`src/hw/rtl/rnarq_pkg.sv`:
```
// Shared types and constants for the stop-and-wait radio link engine.
// Holds the transaction payload structs, configuration and state records.
// No dependencies.
package rnarq_pkg;

    // Register indexes on the configuration write channel
    localparam int unsigned CfgIdxW = 3;
    localparam logic [CfgIdxW-1:0] CFG_NODE_ADDRESS    = 3'd0;
    localparam logic [CfgIdxW-1:0] CFG_GATEWAY_ADDRESS = 3'd1;
    localparam logic [CfgIdxW-1:0] CFG_WAKE_INTERVAL   = 3'd2;
    localparam logic [CfgIdxW-1:0] CFG_RETRY_LIMIT     = 3'd3;
    localparam logic [CfgIdxW-1:0] CFG_ACK_TIMEOUT_MS  = 3'd4;
    localparam logic [CfgIdxW-1:0] CFG_SLEEP_PERIOD    = 3'd5;
    localparam logic [CfgIdxW-1:0] CFG_POLLED_MODE     = 3'd6;

    // Reset values of the configuration registers
    localparam logic [7:0]  RST_NODE_ADDRESS    = 8'd1;
    localparam logic [7:0]  RST_GATEWAY_ADDRESS = 8'd0;
    localparam logic [15:0] RST_WAKE_INTERVAL   = 16'd1;
    localparam logic [7:0]  RST_RETRY_LIMIT     = 8'd3;
    localparam logic [15:0] RST_ACK_TIMEOUT_MS  = 16'd100;
    localparam logic [15:0] RST_SLEEP_PERIOD    = 16'd1000;
    localparam logic        RST_POLLED_MODE     = 1'b0;

    localparam int unsigned CfgDataW = 16;

    typedef enum logic [2:0] {
        PH_START   = 3'd0,
        PH_SLEEP   = 3'd1,
        PH_SENDING = 3'd2,
        PH_WAIT    = 3'd3,
        PH_LISTEN  = 3'd4
    } rnarq_phase_t;

    typedef struct packed {
        logic [7:0]  node_address;
        logic [7:0]  gateway_address;
        logic [15:0] wake_interval;
        logic [7:0]  retry_limit;
        logic [15:0] ack_timeout_ms;
        logic [15:0] sleep_period;
        logic        polled_mode;
    } rnarq_cfg_t;

    typedef struct packed {
        logic        func;
        logic        rx_valid;
        logic [7:0]  rx_dest;
        logic        rx_ack_req;
        logic        rx_admin;
        logic [7:0]  rx_mid;
        logic        link_free;
        logic [31:0] now_ms;
        logic [7:0]  fresh_mid;
    } rnarq_in_t;

    typedef struct packed {
        logic        send_banner;
        logic [7:0]  banner_ack_id;
        logic        send_data;
        logic [7:0]  data_mid;
        logic        data_ack_req;
        logic [15:0] sleep_for;
        logic        radio_wake;
        logic        led_awake;
        logic        led_test;
        logic        deliver_rx;
        logic [2:0]  link_state;
    } rnarq_out_t;

    typedef struct packed {
        rnarq_phase_t phase;
        logic [15:0]  wake_countdown;
        logic [7:0]   attempts_left;
        logic [31:0]  ack_deadline;
        logic [7:0]   pending_ack_id;
        logic [7:0]   outgoing_mid;
        logic         outgoing_ack_req;
        logic         awake_led;
        logic         test_led;
    } rnarq_state_t;

endpackage

```
`src/hw/rtl/rnarq_cfg_regs.sv`:
```
// Configuration register file of the radio link engine.
// Decodes write transactions by register index; uses rnarq_pkg.
module rnarq_cfg_regs (
    input  logic                         aclk,
    input  logic                         aresetn,
    input  logic                         cfg_valid,
    input  logic [rnarq_pkg::CfgIdxW-1:0] cfg_index,
    input  logic [rnarq_pkg::CfgDataW-1:0] cfg_data,
    output rnarq_pkg::rnarq_cfg_t        cfg
);

    rnarq_pkg::rnarq_cfg_t cfg_reg;

    always_ff @(posedge aclk) begin
        if (!aresetn) begin
            cfg_reg.node_address    <= rnarq_pkg::RST_NODE_ADDRESS;
            cfg_reg.gateway_address <= rnarq_pkg::RST_GATEWAY_ADDRESS;
            cfg_reg.wake_interval   <= rnarq_pkg::RST_WAKE_INTERVAL;
            cfg_reg.retry_limit     <= rnarq_pkg::RST_RETRY_LIMIT;
            cfg_reg.ack_timeout_ms  <= rnarq_pkg::RST_ACK_TIMEOUT_MS;
            cfg_reg.sleep_period    <= rnarq_pkg::RST_SLEEP_PERIOD;
            cfg_reg.polled_mode     <= rnarq_pkg::RST_POLLED_MODE;
        end else if (cfg_valid) begin
            unique case (cfg_index)
                rnarq_pkg::CFG_NODE_ADDRESS:    cfg_reg.node_address    <= cfg_data[7:0];
                rnarq_pkg::CFG_GATEWAY_ADDRESS: cfg_reg.gateway_address <= cfg_data[7:0];
                rnarq_pkg::CFG_WAKE_INTERVAL:   cfg_reg.wake_interval   <= cfg_data;
                rnarq_pkg::CFG_RETRY_LIMIT:     cfg_reg.retry_limit     <= cfg_data[7:0];
                rnarq_pkg::CFG_ACK_TIMEOUT_MS:  cfg_reg.ack_timeout_ms  <= cfg_data;
                rnarq_pkg::CFG_SLEEP_PERIOD:    cfg_reg.sleep_period    <= cfg_data;
                rnarq_pkg::CFG_POLLED_MODE:     cfg_reg.polled_mode     <= cfg_data[0];
                default: ; // unmapped index: drop the write
            endcase
        end
    end

    assign cfg = cfg_reg;

endmodule

```
`src/hw/rtl/rnarq_step.sv`:
```
// Next-state and result logic for one transaction of the radio link engine.
// Purely combinational; uses rnarq_pkg.
module rnarq_step (
    input  rnarq_pkg::rnarq_cfg_t   cfg,
    input  rnarq_pkg::rnarq_state_t st,
    input  rnarq_pkg::rnarq_in_t    item,
    output rnarq_pkg::rnarq_state_t st_next,
    output rnarq_pkg::rnarq_out_t   res
);

    // Enter sleep: LEDs off, reload the countdown unless already sleeping
    function automatic rnarq_pkg::rnarq_state_t go_sleep(
        input rnarq_pkg::rnarq_state_t s,
        input logic [15:0]             interval
    );
        rnarq_pkg::rnarq_state_t r;
        r = s;
        r.awake_led = 1'b0;
        r.test_led  = 1'b0;
        if (s.phase != rnarq_pkg::PH_SLEEP) begin
            r.wake_countdown = interval;
        end
        r.phase = rnarq_pkg::PH_SLEEP;
        return r;
    endfunction

    rnarq_pkg::rnarq_state_t ns;
    rnarq_pkg::rnarq_out_t   r;
    logic                    sleeper;
    logic                    done;
    logic                    addressed;

    always_comb begin
        ns        = st;
        r         = '0;
        sleeper   = !cfg.polled_mode;
        done      = 1'b0;
        addressed = item.rx_valid && (item.rx_dest == cfg.node_address);

        if (item.func) begin
            ns.phase            = rnarq_pkg::PH_SENDING;
            ns.attempts_left    = cfg.retry_limit;
            ns.outgoing_mid     = item.fresh_mid;
            ns.outgoing_ack_req = 1'b1;
        end else begin
            if (sleeper) begin
                ns.awake_led = 1'b1;
            end

            // Received frame handling
            if (addressed) begin
                r.deliver_rx = 1'b1;
                if (item.rx_ack_req) begin
                    if (sleeper) begin
                        ns.pending_ack_id = item.rx_mid;
                    end else begin
                        ns.phase            = rnarq_pkg::PH_SENDING;
                        ns.attempts_left    = cfg.retry_limit;
                        ns.outgoing_mid     = item.rx_mid;
                        ns.outgoing_ack_req = 1'b0;
                    end
                end else begin
                    if (sleeper) begin
                        ns.pending_ack_id = '0;
                    end
                    if (ns.phase == rnarq_pkg::PH_WAIT) begin
                        if (item.rx_admin) begin
                            ns.phase    = rnarq_pkg::PH_START;
                            ns.test_led = 1'b1;
                        end else if (item.rx_mid == ns.outgoing_mid) begin
                            if (sleeper) begin
                                ns          = go_sleep(ns, cfg.wake_interval);
                                r.sleep_for = cfg.sleep_period;
                            end else begin
                                ns.phase = rnarq_pkg::PH_LISTEN;
                            end
                        end
                    end
                end
            end

            // Startup: send the banner, then sleep or listen
            if (ns.phase == rnarq_pkg::PH_START) begin
                r.send_banner     = 1'b1;
                r.banner_ack_id   = ns.pending_ack_id;
                ns.pending_ack_id = '0;
                if (sleeper) begin
                    ns.test_led = 1'b0;
                    ns          = go_sleep(ns, cfg.wake_interval);
                    r.sleep_for = cfg.sleep_period;
                end else begin
                    ns.phase = rnarq_pkg::PH_LISTEN;
                end
                done = 1'b1;
            end

            // Sleep period elapsed: count down, wake when it runs out
            if (!done && sleeper && ns.phase == rnarq_pkg::PH_SLEEP) begin
                done = 1'b1;
                if (ns.wake_countdown != '0 && ns.wake_countdown != 16'd1) begin
                    ns.wake_countdown = ns.wake_countdown - 16'd1;
                    ns                = go_sleep(ns, cfg.wake_interval);
                    r.sleep_for       = cfg.sleep_period;
                end else begin
                    ns.wake_countdown   = '0;
                    ns.phase            = rnarq_pkg::PH_SENDING;
                    ns.attempts_left    = cfg.retry_limit;
                    ns.outgoing_mid     = item.fresh_mid;
                    ns.outgoing_ack_req = 1'b1;
                    r.radio_wake        = 1'b1;
                end
            end

            if (!done && ns.phase == rnarq_pkg::PH_SENDING) begin
                done = 1'b1;
                if (item.link_free) begin
                    r.send_data     = 1'b1;
                    r.data_mid      = ns.outgoing_mid;
                    r.data_ack_req  = ns.outgoing_ack_req;
                    ns.phase        = rnarq_pkg::PH_WAIT;
                    ns.ack_deadline = item.now_ms + {16'd0, cfg.ack_timeout_ms};
                end
            end

            // Ack timeout: retry or give up
            if (!done && ns.phase == rnarq_pkg::PH_WAIT) begin
                if (item.now_ms > ns.ack_deadline) begin
                    if (ns.attempts_left > 8'd1) begin
                        ns.attempts_left = ns.attempts_left - 8'd1;
                        ns.phase         = rnarq_pkg::PH_SENDING;
                    end else begin
                        ns.attempts_left = '0;
                        if (sleeper) begin
                            ns          = go_sleep(ns, cfg.wake_interval);
                            r.sleep_for = cfg.sleep_period;
                        end
                    end
                end
            end
        end

        r.led_awake  = ns.awake_led;
        r.led_test   = ns.test_led;
        r.link_state = ns.phase;
    end

    assign st_next = ns;
    assign res     = r;

endmodule

```
`src/hw/rtl/radio_node_ack_retry_engine_unit.sv`:
```
// Top level of the stop-and-wait radio link engine: input register, step logic,
// result register and protocol state. Uses rnarq_pkg, rnarq_cfg_regs, rnarq_step.
//
// Every input transaction (a poll step or a transmit request) yields exactly one
// result transaction. The engine takes one transaction per clock unless the
// result channel stalls: it is captured in an input register, evaluated against
// the protocol state by one pass of compare and add logic (the 32-bit deadline
// add and compare set the path), and the result moves into an output register
// once that register is free, while the state updates in the same edge, so the
// next transaction sees it. A stalled result register holds the input register,
// and s_ready drops only when both are full. Configuration writes are always
// accepted (cfg_ready is tied high) and take effect on the next edge; write them
// only while no transaction is in flight.
module radio_node_ack_retry_engine_unit (
    input  logic                          aclk,
    input  logic                          aresetn,
    // input transactions
    input  logic                          s_valid,
    output logic                          s_ready,
    input  rnarq_pkg::rnarq_in_t          s_data,
    // result transactions
    output logic                          m_valid,
    input  logic                          m_ready,
    output rnarq_pkg::rnarq_out_t         m_data,
    // configuration writes
    input  logic                          cfg_valid,
    output logic                          cfg_ready,
    input  logic [rnarq_pkg::CfgIdxW-1:0] cfg_index,
    input  logic [rnarq_pkg::CfgDataW-1:0] cfg_data
);

    rnarq_pkg::rnarq_cfg_t   cfg;
    rnarq_pkg::rnarq_state_t state_reg;
    rnarq_pkg::rnarq_state_t state_next;
    rnarq_pkg::rnarq_in_t    stage_item_reg;
    logic                    stage_valid_reg;
    rnarq_pkg::rnarq_out_t   out_item_reg;
    rnarq_pkg::rnarq_out_t   out_item_next;
    logic                    out_valid_reg;
    logic                    advance;

    assign cfg_ready = 1'b1;

    rnarq_cfg_regs u_cfg (
        .aclk      (aclk),
        .aresetn   (aresetn),
        .cfg_valid (cfg_valid),
        .cfg_index (cfg_index),
        .cfg_data  (cfg_data),
        .cfg       (cfg)
    );

    rnarq_step u_step (
        .cfg     (cfg),
        .st      (state_reg),
        .item    (stage_item_reg),
        .st_next (state_next),
        .res     (out_item_next)
    );

    // Move the staged transaction into the result register when that slot frees
    assign advance = stage_valid_reg && (!out_valid_reg || m_ready);
    assign s_ready = !stage_valid_reg || advance;

    // Control: valid flags and protocol state
    always_ff @(posedge aclk) begin
        if (!aresetn) begin
            stage_valid_reg <= 1'b0;
            out_valid_reg   <= 1'b0;
            state_reg       <= '{phase: rnarq_pkg::PH_START, default: '0};
        end else begin
            if (s_valid && s_ready) begin
                stage_valid_reg <= 1'b1;
            end else if (advance) begin
                stage_valid_reg <= 1'b0;
            end
            if (advance) begin
                out_valid_reg <= 1'b1;
                state_reg     <= state_next;
            end else if (m_ready) begin
                out_valid_reg <= 1'b0;
            end
        end
    end

    // Payload: capture on acceptance, hold while stalled
    always_ff @(posedge aclk) begin
        if (s_valid && s_ready) begin
            stage_item_reg <= s_data;
        end
        if (advance) begin
            out_item_reg <= out_item_next;
        end
    end

    assign m_valid = out_valid_reg;
    assign m_data  = out_item_reg;

    // An accepted transaction is always staged on the next edge
    a_accept_staged: assert property (@(posedge aclk) disable iff (!aresetn)
        s_valid && s_ready |=> stage_valid_reg)
        else $error("accepted transaction not staged");

    // A data send always leaves the engine waiting for the ack
    a_send_waits: assert property (@(posedge aclk) disable iff (!aresetn)
        m_valid && m_data.send_data |-> m_data.link_state == rnarq_pkg::PH_WAIT)
        else $error("data sent without entering ack wait");

    // The banner leads straight to sleep or listen
    a_banner_next: assert property (@(posedge aclk) disable iff (!aresetn)
        m_valid && m_data.send_banner |->
            (m_data.link_state == rnarq_pkg::PH_SLEEP ||
             m_data.link_state == rnarq_pkg::PH_LISTEN))
        else $error("banner sent from unexpected phase");

    // A transmit request always lands the engine in sending
    a_request_sends: assert property (@(posedge aclk) disable iff (!aresetn)
        advance && stage_item_reg.func |=> state_reg.phase == rnarq_pkg::PH_SENDING)
        else $error("transmit request did not start sending");

endmodule

```
`config.mk`:
```
export PLATFORM = sky130hd
export DESIGN_NAME = radio_node_ack_retry_engine_unit
export DESIGN_NICKNAME = d
export VERILOG_FILES = /design/src/hw/rtl/rnarq_pkg.sv /design/src/hw/rtl/rnarq_cfg_regs.sv /design/src/hw/rtl/rnarq_step.sv /design/src/hw/rtl/radio_node_ack_retry_engine_unit.sv
export SDC_FILE = /design/constraint.sdc
export NUM_CORES = 1
export LEC_CHECK = 0
export BUFFER_PORTS_ARGS = -buffer_cell sky130_fd_sc_hd__buf_2
export CORE_ASPECT_RATIO = 0.9
export CORE_MARGIN = 4
export CORE_UTILIZATION = 37
export CTS_BUF_LIST = sky130_fd_sc_hd__clkbuf_4 sky130_fd_sc_hd__clkbuf_8
export DETAILED_ROUTE_END_ITERATION = 8
export PLACE_DENSITY = 0.57
export SETUP_SLACK_MARGIN = 0.4
export SYNTH_ARGS = -nofsm -noshare
export SYNTH_HDL_FRONTEND = slang
export SYNTH_SLANG_ARGS = --single-unit
```
`constraint.sdc`:
```
create_clock -name aclk -period 7.5 [get_ports aclk]
set_input_delay 0.375 -clock aclk [delete_from_list [all_inputs] [get_ports aclk]]
set_output_delay 0.375 -clock aclk [all_outputs]
set_load 0.02 [all_outputs]
```
# Word-level counts from Yosys, hierarchy flattened
# Cells that the tools add are included.
op_classes:
  addsub: 3
  magnitude_cmp: 2
  eq_ne: 16
  n_mux: 78
  bitwise: 5
  reduce_logical: 32
op_table:
  columns: ["op", "n"]
  rows:
  - ["78-bit two-way mux", 11]
  - ["16-bit two-way mux", 19]
  - ["75-bit two-way mux", 2]
  - ["32-bit two-way mux", 4]
  - ["74-bit two-way mux", 1]
  - ["51-bit two-way mux", 1]
  - ["8-bit two-way mux", 6]
  - ["9-bit two-way mux", 4]
  - ["17-bit two-way mux", 2]
  - ["32-bit by 16-bit adder with 32-bit output", 1]
  - ["32-bit greater-than comparator", 1]
  - ["3-bit two-way mux", 9]
  - ["26-bit two-way mux", 1]
  - ["8-bit == test", 2]
  - ["16-bit by 1-bit != test with 1-bit output, second input constant", 1]
  - ["16-bit nonzero test", 1]
  - ["16-bit by 1-bit subtractor with 16-bit output, second input constant", 1]
  - ["3-bit by 2-bit == test with 1-bit output, second input constant", 5]
  - ["1-bit two-way mux", 14]
  - ["2-bit AND reduction", 7]
  - ["3-bit by 1-bit != test with 1-bit output, second input constant", 4]
  - ["10-bit two-way mux", 1]
  - ["3-bit == test, second input constant", 3]
  - ["8-bit by 1-bit greater-than comparator with 1-bit output, second input constant", 1]
  - ["other kinds (11)", 34]
word_totals:
  register_bits: 248
  input_bits: 85
  output_inout_bits: 45
  elab_cells: 173

# Depth between registers and ports, before layout
# Gate-level depths: netlist of run 1.
depth:
  depth_word: 30
  ltp_mapped: 32
  ltp_nobuf: 26

# Cells and area by module
# A second synthesis of run 1 with hierarchy kept.
hier_totals:
  hier_cells: 1502
  hier_area_um2: 14330.0
modules_own_cells:
  columns: ["module", "instances", "cells_per_inst", "area_each_um2", "seq_area_each_um2"]
  rows:
  - ["radio_node_ack_retry_engine_unit", 1, 453, 6288.5, 4694.5]
  - ["rnarq_step", 1, 776, 5232.5, 0.0]
  - ["rnarq_cfg_regs", 1, 273, 2808.9, 1461.4]

# Least setup slack after synthesis of run 1
# No wires, ideal clock.
synth_timing:
  path_type: "reg-to-reg"
  from: "reg stage_item_reg[55] (netlist name)"
  to: "reg out_item_reg (netlist bit m_data[5]) (data pin)"
  setup_ps: 254
  arrival_time_ps: 7353
  t_required_ps: 7246
  setup_slack_ps: -107
  path_stages_with_launch: 31
  n_path_buf: 7
  synth_period_minus_slack_ps: 7607
  cell_sequence: "edfxtp_1 > xnor2_2 > nand4_1 > or4_4 > buf_6 > a221oi_4 > a21oi_2 > buf_6 > buf_2 > mux2i_1 > ha_1 > clkbuf_1 > nor2_1 > nor4_2 > nand4_1 > a2111oi_2 > o21bai_1 > clkbuf_1 > clkbuf_1 > o21a_1 > ha_1 > nand4_1 > nor4_1 > nand3_1 > o221ai_1 > a211oi_1 > nor4_1 > o211ai_2 > a31oi_4 > buf_2 > nor2_1"
synth_lines:
  columns: ["element", "line", "rtl"]
  rows:
  - ["from (decl)", "radio_node_ack_retry_engine_unit.sv:35", "rnarq_pkg::rnarq_in_t stage_item_reg;"]
  - ["from (signal assigned)", "radio_node_ack_retry_engine_unit.sv:89", "stage_item_reg <= s_data;"]
  - ["to (signal assigned)", "radio_node_ack_retry_engine_unit.sv:92", "out_item_reg <= out_item_next;"]
  - ["to (decl)", "radio_node_ack_retry_engine_unit.sv:37", "rnarq_pkg::rnarq_out_t out_item_reg;"]

# Worst setup path in the final report of run 1
layout_timing:
  from: "reg stage_item_reg[55] (netlist name)"
  to: "reg state_reg[58] (netlist name)"
layout_between:
  elab_chain_cells: 22
  elab_cells_between_ends: 45
  cone_classes: "add/sub (1); order compare (2); eq/ne (6); mux (25); reduce/logical (11)"
layout_rtl:
  columns: ["element", "line", "rtl"]
  rows:
  - ["8-bit == test *", "rnarq_step.sv:38", "addressed = item.rx_valid && (item.rx_dest == cfg.node_address);"]
  - ["1-bit logical AND *", "rnarq_step.sv:38", null]
  - ["78-bit two-way mux *", "rnarq_step.sv:51", "if (addressed) begin"]
  - ["78-bit two-way mux *", "rnarq_step.sv:40", "if (item.func) begin"]
  - ["3-bit by 1-bit != test with 1-bit output", "rnarq_step.sv:20", "if (s.phase != rnarq_pkg::PH_SLEEP) begin"]
  - ["16-bit two-way mux", "rnarq_step.sv:20", null]
  - ["75-bit two-way mux", "rnarq_step.sv:87", "if (sleeper) begin"]
  - ["78-bit two-way mux", "rnarq_step.sv:83", "if (ns.phase == rnarq_pkg::PH_START) begin"]
  - ["[6 not listed]", null, null]
  - ["3-bit by 2-bit == test with 1-bit output", "rnarq_step.sv:114", "if (!done && ns.phase == rnarq_pkg::PH_SENDING) begin"]
  - ["1-bit logical AND", "rnarq_step.sv:114", null]
  - ["32-bit two-way mux, or another cell as far along", "rnarq_step.sv:114", null]
  - ["32-bit two-way mux, or another cell as far along", "rnarq_step.sv:40", null]
  - ["32-bit greater-than comparator, or another cell as far along", "rnarq_step.sv:127", "if (item.now_ms > ns.ack_deadline) begin"]
  - ["78-bit two-way mux / 1-bit logical AND (equally long branches)", "rnarq_step.sv:127, rnarq_step.sv:126", null]
  - ["78-bit two-way mux *", "rnarq_step.sv:126", "if (!done && ns.phase == rnarq_pkg::PH_WAIT) begin"]
  - ["8-bit two-way mux *", "rnarq_step.sv:40", null]
  - ["to (signal assigned)", "radio_node_ack_retry_engine_unit.sv:79", "state_reg <= state_next;"]
  - ["to (decl)", "radio_node_ack_retry_engine_unit.sv:33", "rnarq_pkg::rnarq_state_t state_reg;"]
# Every way passes the cells marked *; elsewhere a longest branch is shown, timed or not. The select of a mux whose other input is x is not followed.
# A chain may end at the register's enable or synchronous reset.

==> reports/results.tsv, run 1 <==
metric	value	unit
status	finished, final reports clean	
H-tree depth	2	
root buffer cell	clkbuf_8	
Max Buffers Root-to-Sink	3	
fmax	0.149	GHz
CTS tree	done	
Initial Util	37.5	%
Cells after Synth	1439	
met3 routed wirelength	2.11	mm
Post-Syn Area per Cell	9.13	sq um
adder-cell share of the synthesized area	5.10	%
commonest non-fill, non-tap cells in the layout	216 x nand2_1, 145 x dfxtp_1, 135 x nor2_1	
Worst-path clk slew	0.06	ns
Nets	1780	
sw frac	27.2	%
DR iter-0 viols	763	
Slew headroom	24.4	%
total number of vias	11600	
CTS Sinks	248	
Placer Congestion	0.908	
crit path launch type	flop	
Crit path required time	7.97	ns
vias in the first global route	11100	
number of flops mapped to enable cells by yosys	103	
clock skew	0.0293	ns
Die Wd	207	um
Final Hold Viols	0	
number of distinct library cells after synthesis	89	
Synth area leaders	edfxtp_1 24%, dfxtp_1 22%, nand2_1 6.2%, a21oi_1 5.0%, ha_1 5.0%	
PD cells	210	nW/um^2
setup TNS	0	ns
post-synthesis mux area share	4.19	%
final worst path period need	6.72	ns
layout cells sized above 1	18.6	%
number of setup violations in the final report	0	
crit end category	flop	
top cell type's share of synthesized area	23.5	%
initial antenna violation count	0	
# rows	65	
Netlist Area Pre-Place	13100	sq um
core area	35100	sq um
routed vias/inst	5.40	
crit share post-route	89.6	%
crit path max fanout	19	
first-pass GRT wire length	61.8	mm
Leakage	0.00611	uW
P_int	2470	uW
final-layout fill cell count	3353	
routed length per instance	18.3	um
GRT Residual Overflow	0	
critical path data arrival time	7.19	ns
total CTS buffers	45	
Worst-Margin Slew	1.13	ns
largest family of logic cells by synthesized area	simple AND/OR/NAND/NOR gates	
sequential fraction of the synthesis area	45.6	%
hpwl dp	26.8	mm
combinational share of power	14.6	%
max-slew violations	0	
n_diodes	0	
placed instance area	14300	sq um
ANT nets after route	0	
max FFs per register	78	
maximum vdd ir drop	0.126	mV
uppermost routed layer	met4	
Clock Latency Late Sink	0.57	ns
Synth Area in XOR/XNOR	3.24	%
Synth Area in Compound Gates	18.7	%
synth warn	0	
largest net degree at the start of global routing	92	
Async S/R FF share, synth	0	%
DRC	0	
RSZ-0062 raised after global routing	true	
Yosys top cell by area	edfxtp_1	
worst hold path type	input pin to flop	
io pins	130	
commonest non-fill, non-tap cell in the layout	nand2_1	
First-pass DRT Iterations	5	
Final Cell Area	16100	sq um
CP Class	flop to flop	
Area growth, synth to finish	22.8	%
Net Count, Synth	1577	
Vert. Die Dim	187	um
ys flop type	dfxtp_1	
Max Cap Viol	0	
sequential power share	44.5	%
synthesized flop and latch total	248	
PortBufs	128	
GR Util All Layers	19.8	%
switching power	919	uW
Die Footprint	38600	sq um
simple-gate share of the synthesized area	20.0	%
Clock Power Share	40.9	%
wl on met1	17.8	mm
Post-Route WL	39.3	mm
met2 routed WL	18.6	mm
==> cells in the mapped netlist, types with 5 or more instances <==
| cell | instances |
|---|---|
| xnor2_1 | 26 |
| a211oi_1 | 31 |
| nand4_1 | 19 |
| o31ai_1 | 11 |
| o21ai_1 | 6 |
| a21boi_0 | 6 |
| edfxtp_1 | 103 |
| and2_1 | 26 |
| o22ai_1 | 10 |
| nor3_1 | 29 |
| o21bai_1 | 6 |
| mux2i_1 | 49 |
| ha_1 | 52 |
| nand2b_1 | 8 |
| buf_2 | 7 |
| clkbuf_1 | 57 |
| nand3_1 | 62 |
| nor2b_1 | 8 |
| and3_1 | 12 |
| o21ai_0 | 54 |
| o21a_1 | 10 |
| dfxtp_1 | 145 |
| inv_1 | 21 |
| a21oi_1 | 130 |
| nand3b_1 | 8 |
| nor2_1 | 138 |
| a21o_1 | 12 |
| a22oi_1 | 7 |
| o21ba_2 | 9 |
| a31oi_1 | 13 |
| or2_2 | 5 |
| xor2_1 | 17 |
| o211ai_1 | 12 |
| nor4_1 | 16 |
| nand2_1 | 216 |
| or3_1 | 5 |
==> per-layer routing <==
| layer | track usage [%] | vias up |
|---|---|---|
| li1 | - | 5671 |
| met1 | 27.4 | 5520 |
| met2 | 32.4 | 353 |
| met3 | 3.25 | 59 |
| met4 | 4.91 | 0 |
| met5 | 0 | - |
==> cell families after synthesis <==
group	after synthesis
AOI/OAI and AO/OA	370
xor gates and xnor gates	46
adders and majority gates	53
buffers and inverters	96
DFF	248
muxes	54
other	1
and+or+nand+nor	571
==> per-stage QoR <==
stage                     setup WS [ns]  cells  util [%]  hold slack, ns  total power, uW
after floorplan                   0.468   1439         -           0.432             1830
after global placement            0.314   1991      40.9           0.438             1980
after detailed placement         0.0570   1991      40.9           0.444             1980
after CTS                         0.371   2137      45.5          0.0305             3410
after global routing              0.349   2148      46.0          0.0237             3540
final                             0.781   2148      46.0          0.0569             3380
==> worst max-delay path: stages (launching register included) <==
cell and delay, ns:
edfxtp_1 0.41, xnor2_2 0.20, nand4_1 0.21, or4_4 0.63, buf_4 0.19, o21ai_2 0.21, a21oi_4 0.12, mux2i_2 0.24
ha_1 0.24, nor2_2 0.08, nor4_1 0.27, o41ai_1 0.15, a21boi_1 0.18, nand2b_1 0.22, a21oi_2 0.19, buf_12 0.21
mux2i_1 0.11, ha_1 0.33, nand4_1 0.20, nor4_4 0.35, nand3_1 0.11, o221ai_1 0.20, a211oi_2 0.08, nor4_4 0.43
buf_6 0.23, nor2b_2 0.39, o21ai_1 0.13, a311oi_1 0.28
==> power by group through the flow <==
stage / registers [uW] / logic, uW / clock network, uW
finish: 1510 / 495 / 1380
global route: 1510 / 542 / 1490
CTS: 1510 / 482 / 1420
global placement: 1530 / 447 / 0
detailed placement: 1530 / 451 / 0
floorplan: 1540 / 298 / 0
==> final timing paths <==
kind,start,end,slack [ns],cells after the start
worst min-delay path,s_data[58],stage_item_reg[58],0.06,1
worst max-delay path,stage_item_reg[55],state_reg[58],0.78,27
worst min register to register,u_cfg.cfg[11],u_cfg.cfg[11],0.45,2
worst max register to register,stage_item_reg[55],state_reg[58],0.78,27
==> timing repair <==
action,CTS,global route
setup buffers,2,11
endpoints found under the hold margin,60,0
gates resized for setup,3,20
pin swaps,2,13
endpoints found under the setup margin,38,50
hold buffers,60,0
cloned,0,0
==> area by class of cell <==
class	instances	area [sq um]	share of cell area (%)
inverter	23	86.3	0.535
tap	469	587	3.64
clock buffer	72	872	5.40
multi-input combinational	1095	6910	42.8
sequential	248	6000	37.2
clock inverter	12	108	0.667
timing repair buffer	229	1580	9.80
No activity file was read; power rests on OpenSTA's default activity.
==> run 2: changes to the inputs <==
--- a/config.mk
+++ b/config.mk
@@ -6,6 +6,7 @@
 export NUM_CORES = 1
 export LEC_CHECK = 0
 export BUFFER_PORTS_ARGS = -buffer_cell sky130_fd_sc_hd__buf_2
+export CAP_MARGIN = 20
 export CORE_ASPECT_RATIO = 0.9
 export CORE_MARGIN = 4
 export CORE_UTILIZATION = 37
@@ -15,4 +16,5 @@
 export SETUP_SLACK_MARGIN = 0.4
 export SYNTH_ARGS = -nofsm -noshare
 export SYNTH_HDL_FRONTEND = slang
+export SYNTH_HIERARCHICAL = 1
 export SYNTH_SLANG_ARGS = --single-unit
==> reports/results.tsv, run 2 <==
metric	value	unit	change
total CTS buffers	44		-2.2%
Die Footprint	41100	sq um	+6.6%
commonest non-fill, non-tap cell in the layout	nand2_1		
Post-Syn Area per Cell	9.51	sq um	+4.2%
Final Hold Viols	0		unchanged
critical path data arrival time	6.98	ns	-0.21 ns
Die Wd	213	um	+3.3%
RSZ-0062 raised after global routing	false		
max-slew violations	0		unchanged
total number of vias	11100		-4.0%
worst hold path type	input pin to flop		
Worst-Margin Slew	1.02	ns	-0.114 ns
Netlist Area Pre-Place	14000	sq um	+6.9%
First-pass DRT Iterations	7		+2
io pins	130		unchanged
Max Cap Viol	0		unchanged
initial antenna violation count	1		+1
Worst-path clk slew	0.06	ns	about the same
routed length per instance	17.2	um	-5.9%
crit path launch type	flop		
final worst path period need	6.56	ns	-0.162 ns
root buffer cell	clkbuf_8		
Post-Route WL	37.2	mm	-5.4%
hpwl dp	25.3	mm	-5.5%
Area growth, synth to finish	18.4	%	
Initial Util	37.6	%	+0.078 points
layout cells sized above 1	16.9	%	-1.7 points
status	finished, final reports clean		
ANT nets after route	0		unchanged
routed vias/inst	5.16		-4.5%
first-pass GRT wire length	58.4	mm	-5.5%
Placer Congestion	0.869		-4.2%
Nets	1778		-0.11%
DR iter-0 viols	663		-13%
H-tree depth	2		unchanged
core area	37400	sq um	+6.7%
# rows	67		+3.1%
setup TNS	0	ns	unchanged
Hold WS	0.0464	ns	-0.0105 ns
maximum vdd ir drop	0.123	mV	-2.2%
fmax	0.153	GHz	+2.5%
largest net degree at the start of global routing	149		+62%
PortBufs	128		unchanged
post-CTS setup buffer count	0		-2
Net Count, Synth	1614		+2.3%
Vert. Die Dim	193	um	+3.2%
Leakage	0.00662	uW	+8.4%
Cells after Synth	1476		+2.6%
CP Class	flop to flop		
crit path max fanout	21		+2
commonest non-fill, non-tap cells in the layout	340 x nand2_1, 205 x mux2i_1, 145 x dfxtp_1		
DRC	0		unchanged
Clock Latency Late Sink	0.58	ns	about the same
synth warn	6		+6
Slew headroom	32.1	%	+7.8 points
crit share post-route	87.4	%	-2.2 points
number of setup violations in the final report	0		unchanged
max FFs per register	78		unchanged
clock skew	0.0307	ns	+0.00140 ns
CTS Sinks	248		unchanged
PD cells	207	nW/um^2	-1.4%
Final Total Pwr	3440	uW	+1.6%
crit end category	flop		
Crit path required time	7.92	ns	-0.05 ns
vias in the first global route	10800		-2.2%
Max Buffers Root-to-Sink	3		unchanged
GRT Residual Overflow	0		unchanged
CTS tree	done		
GR Util All Layers	17.7	%	-2.1 points
-- run 2: path summary, 6_finish.rpt --
kind,slack (ns),endpoint,cells after the start,start
max,0.94,state_reg[62],21,stage_item_reg[56]
min,0.05,stage_item_reg[56],1,s_data[56]
max reg2reg,0.94,state_reg[62],21,stage_item_reg[56]
min reg2reg,0.46,u_cfg/cfg[14],2,u_cfg/cfg[14]
-- run 2: where the power goes --
part	internal (uW)	switching, uW
Clock	836	589
Combinational	211	307
Sequential	1460	38.8
Total	2500	935
-- run 2: stage by stage --
step	cell area, sq um	setup WS, ns	utilization [%]	std cells
2_1_floorplan	14000	1.69	-	1476
3_3_place_gp	15000	1.07	40.1	2017
3_5_place_dp	15000	0.993	40.1	2017
4_1_cts	16600	0.964	44.4	2158
5_1_grt	16600	0.435	44.5	2160
6_report	16600	0.943	44.5	2160
-- run 2: what timing repair did --
action | in CTS | in global routing
setup endpoints to repair | 0 | 2
hold buffers | 59 | 1
hold endpoints to repair | 59 | 1
resized for setup | 0 | 1
-- run 2: critical path, cell delays in order, from the launching register on --
cell and delay (ns):
edfxtp_1 0.39, xnor2_1 0.25, nand4_1 0.31, or3_1 0.75
a32o_1 0.40, nor2b_1 0.14, and3_2 0.65, buf_4 0.40
mux2i_1 0.25, ha_1 0.27, a21o_1 0.17, a21o_1 0.17
a21oi_1 0.17, o21ai_0 0.18, o21ai_0 0.42, a211oi_2 0.17
nand3b_1 0.50, nand2_1 0.21, a221oi_1 0.34, a21oi_1 0.08
nand2_1 0.08, mux2i_1 0.08
-- run 2: final cells by class --
cell class / instances / area, sq um
diodes: 1 / 2.50
clock buffers: 65 / 807
clock inverters: 17 / 198
fillers: 3657 / 20800
inverters: 14 / 52.6
multi-input cells: 1126 / 7580
flip-flops and latches: 248 / 6000
well taps: 483 / 604
repair buffers: 206 / 1380
-- run 2: routing by layer --
metal  up-vias  global-route usage [%]  routed length, um
li1       5578                       -                  -
met1      5278                    24.9              17700
met2       240                    28.6              17100
met3        42                    3.02               1880
met4         0                    3.94                632
met5         -                       0                  0
==> run 3: changes to the inputs <==
--- a/config.mk
+++ b/config.mk
@@ -10,7 +10,6 @@
 export CORE_ASPECT_RATIO = 0.9
 export CORE_MARGIN = 4
 export CORE_UTILIZATION = 37
-export CTS_BUF_LIST = sky130_fd_sc_hd__clkbuf_4 sky130_fd_sc_hd__clkbuf_8
 export DETAILED_ROUTE_END_ITERATION = 8
 export PLACE_DENSITY = 0.57
 export SETUP_SLACK_MARGIN = 0.4
==> reports/results.tsv, run 3 (synthesis gave the netlist of run 2 again) <==
metric	value	unit	change
status	finished, final reports clean		
Max Cap Viol	0		unchanged
crit share post-route	87.0	%	-0.44 points
Final Hold Viols	0		unchanged
max FFs per register	78		unchanged
root buffer cell	clkbuf_16		
Slew headroom	32.5	%	+0.36 points
PD cells	204	nW/um^2	-1.5%
Placer Congestion	0.869		unchanged
Hold Startpoint	s_data[8]		
Crit path required time	7.91	ns	about the same
Clock Power Share	40.0	%	-1.4 points
Die Footprint	41100	sq um	unchanged
switching power	907	uW	-3.0%
layout cells sized above 1	15.0	%	-1.9 points
first-pass GRT wire length	57.4	mm	-1.7%
GRT Residual Overflow	0		unchanged
commonest non-fill, non-tap cells in the layout	340 x nand2_1, 205 x mux2i_1, 145 x dfxtp_1		
fmax	0.153	GHz	+0.50%
maximum vdd ir drop	0.165	mV	+34%
CP Class	flop to flop		
Post-Route WL	36.6	mm	-1.6%
hpwl dp	25.3	mm	unchanged
worst hold endpoint	stage_item_reg[8]		
met2 routed WL	16.6	mm	-2.5%
P_int	2450	uW	-2.3%
post-layout util	44.0	%	-0.46 points
final-layout fill cell count	3661		+0.11%
worst hold path type	input pin to flop		
combinational share of power	15.4	%	+0.3 points
Final Cell Area	16400	sq um	-1.0%
met3 routed wirelength	1.58	mm	-16%
ANT nets after route	0		unchanged
total number of vias	11100		-0.69%
core area	37400	sq um	unchanged
Vert. Die Dim	193	um	unchanged
Nets	1755		-1.3%
Register-to-Register Setup Slack	0.98	ns	+0.03 ns
largest net degree at the start of global routing	149		unchanged
Initial Util	37.6	%	unchanged
R2R cell count	21		unchanged
sw frac	27.0	%	-0.13 points
Worst-path clk slew	0.06	ns	about the same
crit end category	flop		
Leakage	0.00650	uW	-1.8%
crit path launch type	flop		
crit path max fanout	21		unchanged
worst r2r src	stage_item_reg[56]		
commonest non-fill, non-tap cell in the layout	nand2_1		
# placed instances	2017		unchanged
Area growth, synth to finish	17.1	%	
H-tree depth	1		-1
routed length per instance	17.3	um	+0.14%
routed vias/inst	5.21		+1.1%
total CTS buffers	28		-36%
critical path data arrival time	6.93	ns	-0.05 ns
GR Util All Layers	17.3	%	-0.37 points
RSZ-0062 raised after global routing	false		
placed instance area	15000	sq um	unchanged
uppermost routed layer	met4		
final worst path period need	6.52	ns	-0.0328 ns
# rows	67		unchanged
vias in the first global route	10600		-2.3%
Clock Latency Late Sink	0.56	ns	-0.02 ns
CTS tree	done		
CTS Sinks	248		unchanged
Die Wd	213	um	unchanged
Critical R2R Capture	state_reg[74]		
Worst-Margin Slew	1.01	ns	-0.00545 ns
wl on met1	17.7	mm	+0.48%
Max Buffers Root-to-Sink	3		unchanged
DRC	0		unchanged
Non-Filler Instances	2122		-1.8%
Worst Hold Depth	1		unchanged
setup TNS	0	ns	unchanged
initial antenna violation count	1		unchanged
First-pass DRT Iterations	5		-2
io pins	130		unchanged
Hold WS	0.0354	ns	-0.0110 ns
number of setup violations in the final report	0		unchanged
clock skew	0.0176	ns	-0.0131 ns
post-CTS setup buffer count	0		unchanged
max-slew violations	0		unchanged
DR iter-0 viols	665		+0.30%
sequential power share	44.6	%	+1.1 points
PortBufs	128		unchanged
==> run 3: cell type report <==
class	instances	area, sq um	area share [%]
Clock inverter	11	96.3	0.586
Tap cell	483	604	3.67
Timing Repair Buffer	199	1310	7.98
Inverter	14	52.6	0.319
Clock buffer	40	806	4.90
Multi-Input combinational cell	1126	7580	46.1
Sequential cell	248	6000	36.5
Antenna cell	1	2.50	0.0152
==> run 3: through the flow <==
stage          total power (uW)  setup WS (ns)
6_report                   3350          0.976
5_1_grt                    3490          0.437
4_1_cts                    3390          0.965
3_5_place_dp               2020          0.993
3_3_place_gp               2010           1.07
2_1_floorplan              1880           1.69
==> run 3: worst max path at each step <==
stage / slack (ns) / start / cells after the start / endpoint
final: 0.98 / stage_item_reg[56] / 21 / state_reg[74]
after global routing: 0.44 / stage_item_reg[44] / 24 / state_reg[62]
after CTS: 0.96 / stage_item_reg[56] / 21 / state_reg[62]
after detailed placement: 0.99 / stage_item_reg[56] / 21 / state_reg[62]
after global placement: 1.07 / stage_item_reg[42] / 24 / state_reg[62]
after floorplan: 1.69 / stage_item_reg[55] / 27 / state_reg[1]
==> run 3: metal layers <==
layer  up-vias  GRT usage (%)
li1       5522              -
met1      5253           24.9
met2       239           28.1
met3        47           2.23
met4         0           3.32
met5         -              0
==> run 3: what timing repair did <==
item                       in CTS  in global routing
hold buffers                   52                  1
setup endpoints to repair       0                  2
gates resized for setup         0                  1
hold endpoints to repair       52                  1
==> run 3: power groups by stage <==
stage                     logic, uW  clock network [uW]  registers [uW]
final                           516                1340            1490
after global routing            569                1430            1500
after floorplan                 354                   0            1520
after global placement          489                   0            1520
after detailed placement        493                   0            1520
after CTS                       516                1380            1500
==> run 3: worst max-delay path: stages (launching register included) <==
cell	delay [ns]
edfxtp_1	0.38
xnor2_1	0.24
nand4_1	0.31
or3_1	0.75
a32o_1	0.40
nor2b_1	0.14
and3_2	0.65
buf_4	0.40
mux2i_1	0.24
ha_1	0.27
a21o_1	0.17
a21o_1	0.17
a21oi_1	0.16
o21ai_0	0.18
o21ai_0	0.44
a211oi_2	0.18
nand3b_1	0.49
nand2_1	0.20
o2bb2ai_1	0.16
mux2_2	0.26
nand2_1	0.06
mux2i_1	0.08
